**src/rtl/bcld_pkg.sv**
```systemverilog
// Shared types and constants for the button click / long-press detector.
`default_nettype none
package bcld_pkg;

  localparam int unsigned TimeW = 32;
  localparam int unsigned MsW   = 16;
  localparam int unsigned CfgIdxW = 2;

  typedef enum logic [CfgIdxW-1:0] {
    REG_DEBOUNCE_MS = 2'd0,
    REG_CLICK_MS    = 2'd1,
    REG_PRESS_MS    = 2'd2,
    REG_ACTIVE_LOW  = 2'd3
  } reg_idx_t;

  typedef enum logic [1:0] {
    EV_NONE   = 2'd0,
    EV_CLICK  = 2'd1,
    EV_DOUBLE = 2'd2,
    EV_LONG   = 2'd3
  } event_t;

  // Timing thresholds seen by the click state machine.
  typedef struct packed {
    logic [MsW-1:0] click_ms;
    logic [MsW-1:0] press_ms;
  } fsm_cfg_t;

endpackage
`default_nettype wire

```
**src/rtl/bcld_fsm.sv**
```systemverilog
// Click / double-click / long-press state machine on the debounced level.
`default_nettype none
module bcld_fsm (
  input  wire logic                             clk,
  input  wire logic                             rst_n,
  input  wire logic                             step,
  input  wire logic                             pressed,
  input  wire logic [bcld_pkg::TimeW-1:0]       now,
  input  wire bcld_pkg::fsm_cfg_t               cfg,
  output bcld_pkg::event_t                      ev
);

  typedef enum logic [2:0] {
    S_IDLE     = 3'd0,
    S_DOWN     = 3'd1,
    S_UP       = 3'd2,
    S_COUNT    = 3'd3,
    S_HELD     = 3'd4,
    S_HELD_END = 3'd5
  } state_t;

  state_t                       state_r, state_nxt;
  logic [1:0]                   count_r, count_nxt;
  logic [bcld_pkg::TimeW-1:0]   start_r, start_nxt;
  logic [bcld_pkg::TimeW-1:0]   elapsed;

  assign elapsed = now - start_r;

  always_comb begin
    state_nxt = state_r;
    count_nxt = count_r;
    start_nxt = start_r;
    ev        = bcld_pkg::EV_NONE;
    case (state_r)
      S_IDLE: begin
        if (pressed) begin
          state_nxt = S_DOWN;
          start_nxt = now;
          count_nxt = 2'd0;
        end
      end
      S_DOWN: begin
        if (!pressed) begin
          state_nxt = S_UP;
          start_nxt = now;
        end else if (elapsed > {{(bcld_pkg::TimeW-bcld_pkg::MsW){1'b0}}, cfg.press_ms}) begin
          ev        = bcld_pkg::EV_LONG;
          state_nxt = S_HELD;
        end
      end
      S_UP: begin
        // saturate at three clicks
        if (count_r != 2'd3) count_nxt = count_r + 2'd1;
        state_nxt = S_COUNT;
      end
      S_COUNT: begin
        if (pressed) begin
          state_nxt = S_DOWN;
          start_nxt = now;
        end else if (elapsed >= {{(bcld_pkg::TimeW-bcld_pkg::MsW){1'b0}}, cfg.click_ms} ||
                     count_r == 2'd2) begin
          if (count_r == 2'd1)      ev = bcld_pkg::EV_CLICK;
          else if (count_r == 2'd2) ev = bcld_pkg::EV_DOUBLE;
          state_nxt = S_IDLE;
          count_nxt = 2'd0;
          start_nxt = '0;
        end
      end
      S_HELD: begin
        if (!pressed) begin
          state_nxt = S_HELD_END;
          start_nxt = now;
        end
      end
      S_HELD_END: begin
        state_nxt = S_IDLE;
        count_nxt = 2'd0;
        start_nxt = '0;
      end
      default: begin
        state_nxt = S_IDLE;
      end
    endcase
  end

  always_ff @(posedge clk) begin
    if (!rst_n) begin
      state_r <= S_IDLE;
      count_r <= 2'd0;
      start_r <= '0;
    end else if (step) begin
      state_r <= state_nxt;
      count_r <= count_nxt;
      start_r <= start_nxt;
    end
  end

endmodule
`default_nettype wire

```
**src/rtl/button_click_longpress_detector_core.sv**
```systemverilog
// Debounce the polled pin level, classify presses and register one result per poll.
// Latency: each poll's result is registered and shown in the cycle after its transfer.
// Throughput: one poll per cycle while no result is held by out_stall; the single result register sets the pace and
// takes a new result in the same cycle that the old one is taken.
// Reset (rst_n low, synchronous): state machine idle, debounce state cleared,
// registers back to debounce 50 ms, click 400 ms, press 800 ms, active low.
`default_nettype none
module button_click_longpress_detector_core (
  input  wire logic                              clk,
  input  wire logic                              rst_n,
  // configuration
  input  wire logic                              cfg_we,
  input  wire logic [bcld_pkg::CfgIdxW-1:0]      cfg_index,
  input  wire logic [bcld_pkg::MsW-1:0]          cfg_wdata,
  // polls
  input  wire logic                              in_valid,
  output logic                                   in_stall,
  input  wire logic [bcld_pkg::TimeW-1:0]        in_time_ms,
  input  wire logic                              in_pin_level,
  // results
  output logic                                   out_valid,
  input  wire logic                              out_stall,
  output logic [1:0]                             out_event_res,
  output logic                                   out_stable_level
);

  logic [bcld_pkg::MsW-1:0]     debounce_ms_r;
  logic [bcld_pkg::MsW-1:0]     click_ms_r;
  logic [bcld_pkg::MsW-1:0]     press_ms_r;
  logic                         active_low_r;

  logic                         last_raw_r, last_raw_nxt;
  logic [bcld_pkg::TimeW-1:0]   last_change_r, last_change_nxt;
  logic                         deb_r, deb_nxt;

  logic                         out_valid_r;
  logic [1:0]                   out_event_r;
  logic                         out_level_r;

  logic                         in_xfer;
  logic                         level;
  logic [bcld_pkg::TimeW-1:0]   since_change;
  bcld_pkg::fsm_cfg_t           fsm_cfg;
  bcld_pkg::event_t             ev;

  assign in_stall  = out_valid_r && out_stall;
  assign in_xfer   = in_valid && !in_stall;
  assign out_valid = out_valid_r;
  assign out_event_res    = out_event_r;
  assign out_stable_level = out_level_r;

  always_ff @(posedge clk) begin
    if (!rst_n) begin
      debounce_ms_r <= 16'd50;
      click_ms_r    <= 16'd400;
      press_ms_r    <= 16'd800;
      active_low_r  <= 1'b1;
    end else if (cfg_we) begin
      case (cfg_index)
        bcld_pkg::REG_DEBOUNCE_MS: debounce_ms_r <= cfg_wdata;
        bcld_pkg::REG_CLICK_MS:    click_ms_r    <= cfg_wdata;
        bcld_pkg::REG_PRESS_MS:    press_ms_r    <= cfg_wdata;
        bcld_pkg::REG_ACTIVE_LOW:  active_low_r  <= cfg_wdata[0];
        default: ;
      endcase
    end
  end

  // debounce: follow the active level once it has held for debounce_ms
  assign level        = in_pin_level ^ active_low_r;
  assign since_change = in_time_ms - last_change_r;

  always_comb begin
    last_raw_nxt    = last_raw_r;
    last_change_nxt = last_change_r;
    deb_nxt         = deb_r;
    if (level == last_raw_r) begin
      if (since_change >= {{(bcld_pkg::TimeW-bcld_pkg::MsW){1'b0}}, debounce_ms_r})
        deb_nxt = level;
    end else begin
      last_change_nxt = in_time_ms;
      last_raw_nxt    = level;
    end
  end

  always_ff @(posedge clk) begin
    if (!rst_n) begin
      last_raw_r    <= 1'b0;
      last_change_r <= '0;
      deb_r         <= 1'b0;
    end else if (in_xfer) begin
      last_raw_r    <= last_raw_nxt;
      last_change_r <= last_change_nxt;
      deb_r         <= deb_nxt;
    end
  end

  assign fsm_cfg.click_ms = click_ms_r;
  assign fsm_cfg.press_ms = press_ms_r;

  bcld_fsm u_fsm (
    .clk     (clk),
    .rst_n   (rst_n),
    .step    (in_xfer),
    .pressed (deb_nxt),
    .now     (in_time_ms),
    .cfg     (fsm_cfg),
    .ev      (ev)
  );

  // result register: load on input transfer, drop once taken
  always_ff @(posedge clk) begin
    if (!rst_n) begin
      out_valid_r <= 1'b0;
    end else if (in_xfer) begin
      out_valid_r <= 1'b1;
    end else if (!out_stall) begin
      out_valid_r <= 1'b0;
    end
  end

  always_ff @(posedge clk) begin
    if (in_xfer) begin
      out_event_r <= ev;
      out_level_r <= deb_nxt;
    end
  end

endmodule
`default_nettype wire
```
**config.mk**
```make
export PLATFORM = sky130hd
export DESIGN_NAME = button_click_longpress_detector_core
export DESIGN_NICKNAME = d
export VERILOG_FILES = /design/src/rtl/bcld_pkg.sv /design/src/rtl/bcld_fsm.sv /design/src/rtl/button_click_longpress_detector_core.sv
export SDC_FILE = /design/constraint.sdc
export NUM_CORES = 1
export LEC_CHECK = 0
export BUFFER_PORTS_ARGS = -buffer_cell sky130_fd_sc_hd__clkbuf_2
export CORE_MARGIN = 4
export CORE_UTILIZATION = 50
export CTS_CLUSTER_SIZE = 28
export DETAILED_ROUTE_END_ITERATION = 6
export PLACE_DENSITY = 0.68
export SYNTH_ARGS = -nofsm -noshare
export SYNTH_HDL_FRONTEND = slang
export SYNTH_SLANG_ARGS = --single-unit
```
**constraint.sdc**
```tcl
create_clock -name clk -period 7.4 [get_ports clk]
set_input_delay 0.74 -clock clk [delete_from_list [all_inputs] [get_ports clk]]
set_output_delay 0.74 -clock clk [all_outputs]
set_load 0.03 [all_outputs]
```
== Word-level counts from Yosys, hierarchy flattened ==
Index checks and enable logic that the tools add are counted.
Word-level totals
  input port bits: 56
  output and inout port bits: 5
  flip-flop bits (word level): 124
  word-level logic and storage cells: 87
Cells by class
  muxes and demuxes: 28
  reduce and logical (&&, ||, !) cells: 17
  bitwise logic cells: 2
  equality and inequality tests: 21
  add/sub/neg operators: 3
  magnitude comparators: 3
Operators with widths (count)
  two-way mux 32 bit: 4
  one-hot mux 32 bit (4 select lines): 1
  >= comparator 32 x 16 -> 1 bit: 2
  subtractor 32 bit: 2
  greater-than comparator 32 x 16 -> 1 bit: 1
  two-way mux 2 bit: 10
  two-way mux 3 bit: 6
  one-hot mux 3 bit (5 select lines): 1
  AND reduction 2 bit: 5
  AND reduction 5 bit: 2
  != test 2 x 1 -> 1 bit, second input constant: 4
  != test 2 bit, second input constant: 4
  one-hot mux 2 bit (4 select lines): 1
  nonzero test 4 bit: 2
  == test 2 bit, second input constant: 3
  == test 3 x 2 -> 1 bit, second input constant: 2
  == test 3 bit, second input constant: 2
  AND reduction 6 bit: 1
  == test 2 x 1 -> 1 bit, second input constant: 2
  two-way mux 1 bit: 4
  one-hot mux 2 bit (2 select lines): 1
  == test 3 x 1 -> 1 bit, second input constant: 1
  logical NOT 3 bit: 1
  != test 3 x 1 -> 1 bit, second input constant: 1
  other kinds (10): 11

== Depth between registers and ports, before layout ==
  depth in word-level cells: 6
  depth in mapped cells: 26
  mapped depth without buffers: 25

== Hierarchy ==
A second synthesis with hierarchy kept.
Unflattened totals
  cells, all modules: 1410
  area, all modules: 10794.1 um2
By module, submodules not included
  button_click_longpress_detector_core: instances 1, area an instance 5949.5 um2, sequential area each 1771.7 um2, cells an instance 765
  bcld_fsm: instances 1, area an instance 4844.6 um2, sequential area each 740.7 um2, cells an instance 645

== Worst setup path after synthesis ==
No wires, ideal clock.
  kind: input port to flip-flop
  from: input in_time_ms[0] in the netlist's numbering
  to: register u_fsm.start_r[10] in the netlist's numbering
  cell stages on the path: 22
  arrival: 5.488 ns
  data required time: 7.328 ns
  path buffers: 1
  setup time: 0.072 ns
  setup slack: 1.841 ns
  cell sequence: inv_1 -> ha_1 -> fa_1 -> and2b_1 -> o2111ai_2 -> a2111oi_4 -> or3_1 -> xor2_1 -> ha_1 -> nor2b_1 -> o21ai_0 -> o2111ai_1 -> or4_1 -> nor3_1 -> nand4_1 -> nor4_2 -> mux2i_1 -> nor2_4 -> mux2i_4 -> a2111oi_4 -> buf_6 -> mux2i_1
Between the ends
  word-level cells in the longest chain between the ends: 6
  elaborated cells on any way between the ends: 13
  those cells by class: add/sub (2); order compare (2); eq/ne (3); mux (4); reduce/logical (2)
Ends and longest elaborated chain
  start, declared: RTL line button_click_longpress_detector_core.sv:18  | input wire logic [bcld_pkg::TimeW-1:0] in_time_ms,
  subtractor 32 bit: RTL line button_click_longpress_detector_core.sv:71  | assign since_change = in_time_ms - last_change_r;
  >= comparator 32 x 16 -> 1 bit: RTL line button_click_longpress_detector_core.sv:78  | if (since_change >= {{(bcld_pkg::TimeW-bcld_pkg::MsW){1'b0}}, debounce_ms_r})
  two-way mux 1 bit: RTL line button_click_longpress_detector_core.sv:78
  two-way mux 1 bit: RTL line button_click_longpress_detector_core.sv:77  | if (level == last_raw_r) begin
  != test 3 x 1 -> 1 bit (no line) (tied with other cells)
  AND reduction 5 bit (no line) or one-hot mux 32 bit (4 select lines) (tied branches)
  end signal, assigned: RTL line bcld_fsm.sv:94  | start_r <= start_nxt;
  end, declared: RTL line bcld_fsm.sv:24  | logic [bcld_pkg::TimeW-1:0] start_r, start_nxt;
Several ways; a longest one is shown, not always the timed one.
A chain may end at the register's enable or synchronous reset.

== Worst setup path after layout ==
  from: input in_time_ms[0] in the netlist's numbering
  to: register u_fsm.start_r[11] in the netlist's numbering
Same word-level chain as after synthesis.

==> results.ini <==
[run_status]
status = complete, no violations

[clock_tree]
post_cts_resized = 0
htreeDepth = 4
cts_made_buffers = 17
path_clk_slew_ps = 60
cts_tree = done
postCtsHoldBufs = 0
cts_buffer_depth = 2
cts.sinks = 124
cts-root-buf = clkbuf_16
post_cts_buffers = 0
clkLatencyLatePin_ps = 430

[synth]
ys_seq_area_frac = 0.244
netlist_area_um2 = 10300
ys_warn_count = 0
synth_area_per_cell_um2 = 7.43
syn_inst = 1387
synth_ff_type = dfxtp_1
yosysTopAreaCell = dfxtp_1
yosysUniqueCellTypes = 83
ys_top_cells_by_area = dfxtp_1 24%, ha_1 14%, nand2_1 11%
synth_seq_cells = 124
synth_top_cell_area_share = 0.235
synthArstFlopShare = 0
yosys.cell_count.top_type = nand2_1
ys_top_cells_by_count = 292 x nand2_1, 134 x inv_1, 121 x dfxtp_1, 113 x ha_1, 101 x a21oi_1
synth_edf_count = 3
syn_nets = 1558

[sta]
fmax_mhz = 166
finalMaxSlewViolations = 0
finalCritPeriodShare = 0.812
fin_worst_skew_ps = 9.45
slew_headroom = 0.248
hold_ws_ps = 453
fin_setup_tns_ps = 0
worstMarginPinSlew_ps = 1130
fin_crit_ps = 6010
hold_viol_final = 0
setup_viol = 0
rsz0062_at_grt = false

[finish]
fin_area_um2 = 11400
area_growth_pct = 10.5
final_layout_size_suffix_gt1_frac = 0.0885
final_nets = 1582
antenna_cells = 0
n_fill_cell = 1965

[worst_setup_path]
cp.arrival_ps = 6360
reg2reg_depth = 21
crit_chain = clkbuf_2, inv_1, ha_1, fa_1, and2b_1, o2111ai_2, a2111oi_4, or3_1, xor2_1, ha_1, nor2b_1, o21ai_0, o2111ai_1, or4_1, nor3_1, nand4_1, nor4_2, mux2i_1, nor2_4, nor3_1, a2111oi_4, buf_4, mux2i_1
worst_path_max_delay_cell = or4_1
path_class = primary input to register
cp-start-kind = primary input
r2r_slack_ps = 1570
setup.worst_path.end_class = register
slowest_delay_ps = 510
path_max_fanout = 32
r2r-end = u_fsm.start_r[11]
reg2reg_from = last_change_r[0]
crit_buf_inv = 3
crit_start = in_time_ms[0]
crit_required_ps = 7750
critPathTopFamily = simple AND/OR/NAND/NOR gates

[hold_path]
whs_path_depth = 2
worstHoldStart = click_ms_r[10]
hold_end = click_ms_r[10]
hold_path.class = register to register

[floorplanning]
rows = 52
coreArea_um2 = 20200
io_pins = 61
die_area_um2 = 23000
initial_core_util = 0.509
die_h_um = 152
die_w_um = 152

[pwr]
p_clk_frac = 0.373
power.density_nw_per_um2 = 222
p_sw_frac = 0.353
p_sw_mw = 0.890
p_leak_nw = 4.40
comb_power_share = 0.335
intPower_mw = 1.63
pwr-share-seq = 0.292
total_power_mw = 2.52
peakVddDrop_uv = 152

[drt]
firstDrtPassIters = 5
routed-via-count = 9804
vias_per_cell = 5.79
wire_per_inst_um = 16.8
drt_iter0_markers = 699
final_antenna_net_count = 0
remaining_drc_errors = 0
wl_um = 28400

[global_routing]
grt_pass1_vias = 9033
grtUsageTotal = 0.251
grt_pass1_wl_um = 46100
gr-total-overflow = 0
antenna_found_initial = 0
grt_max_degree = 117

[placed_design]
port_buffers = 60
globalplace.congestion = 1.01
dpl-instance-area_um2 = 10700
dp_hpwl_um = 21600

[run]
drv_cap = 0

[state kept, by name (all words and copies together), names as in the netlist]
name	count
last_change_r	32
u_fsm.start_r	32
click_ms_r	16
debounce_ms_r	16
press_ms_r	16
u_fsm.state_r	3
out_event_res	2
u_fsm.count_r	2
active_low_r	1
deb_r	1
last_raw_r	1
out_stable_level	1
out_valid	1
[area by class of cell]
cell class | instances | area (um2) | share of cell area
inverter | 136 | 510 | 0.0449
clock buffer | 18 | 450 | 0.0396
sequential | 124 | 2510 | 0.221
multi-input combinational | 1066 | 7020 | 0.617
timing repair buffer | 66 | 348 | 0.0306
tap | 270 | 338 | 0.0297
clock inverter | 14 | 201 | 0.0177
[per-layer routing]
metal / vias to the layer above / GRT usage / wire [um]
li1: 4892 / - / -
met1: 4604 / 0.354 / 13400
met2: 264 / 0.404 / 13000
met3: 44 / 0.0369 / 1410
met4: 0 / 0.0606 / 543
met5: - / 0 / 0
[per-stage QoR]
stage,worst slack (ps),util,std cells
after floorplan,1840,-,1387
after global placement,1130,0.530,1662
after detailed placement,963,0.530,1662
after CTS,1380,0.562,1694
after global routing,964,0.562,1694
final,1390,0.562,1694
[logic make-up (layout without fill, tap and decap cells)]
| group | Yosys count | after routing | share of synthesized area |
|---|---|---|---|
| fa+ha+maj | 115 | 115 | 0.141 |
| compound gates | 368 | 368 | 0.243 |
| xor+xnor | 36 | 36 | 0.0306 |
| flops | 124 | 124 | 0.244 |
| buf+inv | 197 | 234 | 0.0764 |
| simple gates | 503 | 503 | 0.221 |
| mux | 44 | 44 | 0.0441 |
[worst max-delay path by stage]
| stage | end | slack, ps | depth (start not counted) |
|---|---|---|---|
| 4_1_cts | u_fsm.start_r[18] | 1380 | 23 |
| 6_report | u_fsm.start_r[11] | 1390 | 23 |
| 2_1_floorplan | u_fsm.start_r[10] | 1840 | 22 |
| 5_1_grt | u_fsm.start_r[16] | 960 | 23 |
| 3_5_place_dp | u_fsm.start_r[12] | 960 | 23 |
| 3_3_place_gp | u_fsm.start_r[14] | 1130 | 23 |
[worst register-to-register path: cells and delay by family, from the launching register on]
family / cells / cell delay [ps]
AOI/OAI and AO/OA: 5 / 1280
DFF: 1 / 310
xor gates and xnor gates: 1 / 170
muxes: 2 / 480
adders and majority gates: 3 / 870
buffers and inverters: 1 / 500
and+or+nand+nor: 9 / 2180
[power groups by stage]
stage	combinational (mW)	sequential, mW	clock (mW)
global route	0.947	0.741	0.985
finish	0.844	0.737	0.940
CTS	0.836	0.737	0.949
detailed placement	0.828	0.750	0
global placement	0.817	0.749	0
floorplan	0.627	0.746	0
[placed cells by master (no fill, tap or decap), types with 6 or more instances in the layout]
cell type,netlist,routed
nand2_1,292,292
inv_1,134,134
dfxtp_1,121,121
ha_1,113,113
a21oi_1,101,101
a21boi_0,62,62
clkbuf_2,1,59
nor2_1,58,58
o21ai_0,51,51
mux2i_1,42,42
nand4_1,30,30
nor3_1,25,25
o21a_1,21,21
o211ai_1,19,19
xnor2_1,19,19
clkbuf_16,0,18
xor2_1,17,17
nand3_1,17,17
nand2b_1,16,16
a21o_1,16,16
nor2b_1,10,10
or3_1,10,10
a211oi_1,8,8
o21ai_1,7,7
a31oi_1,8,7
buf_4,1,7
o21bai_1,6,6
o221ai_1,6,6
a211o_1,6,6
nor4_1,6,6
o22ai_1,6,6
No activity file was read; power rests on OpenSTA's default activity.
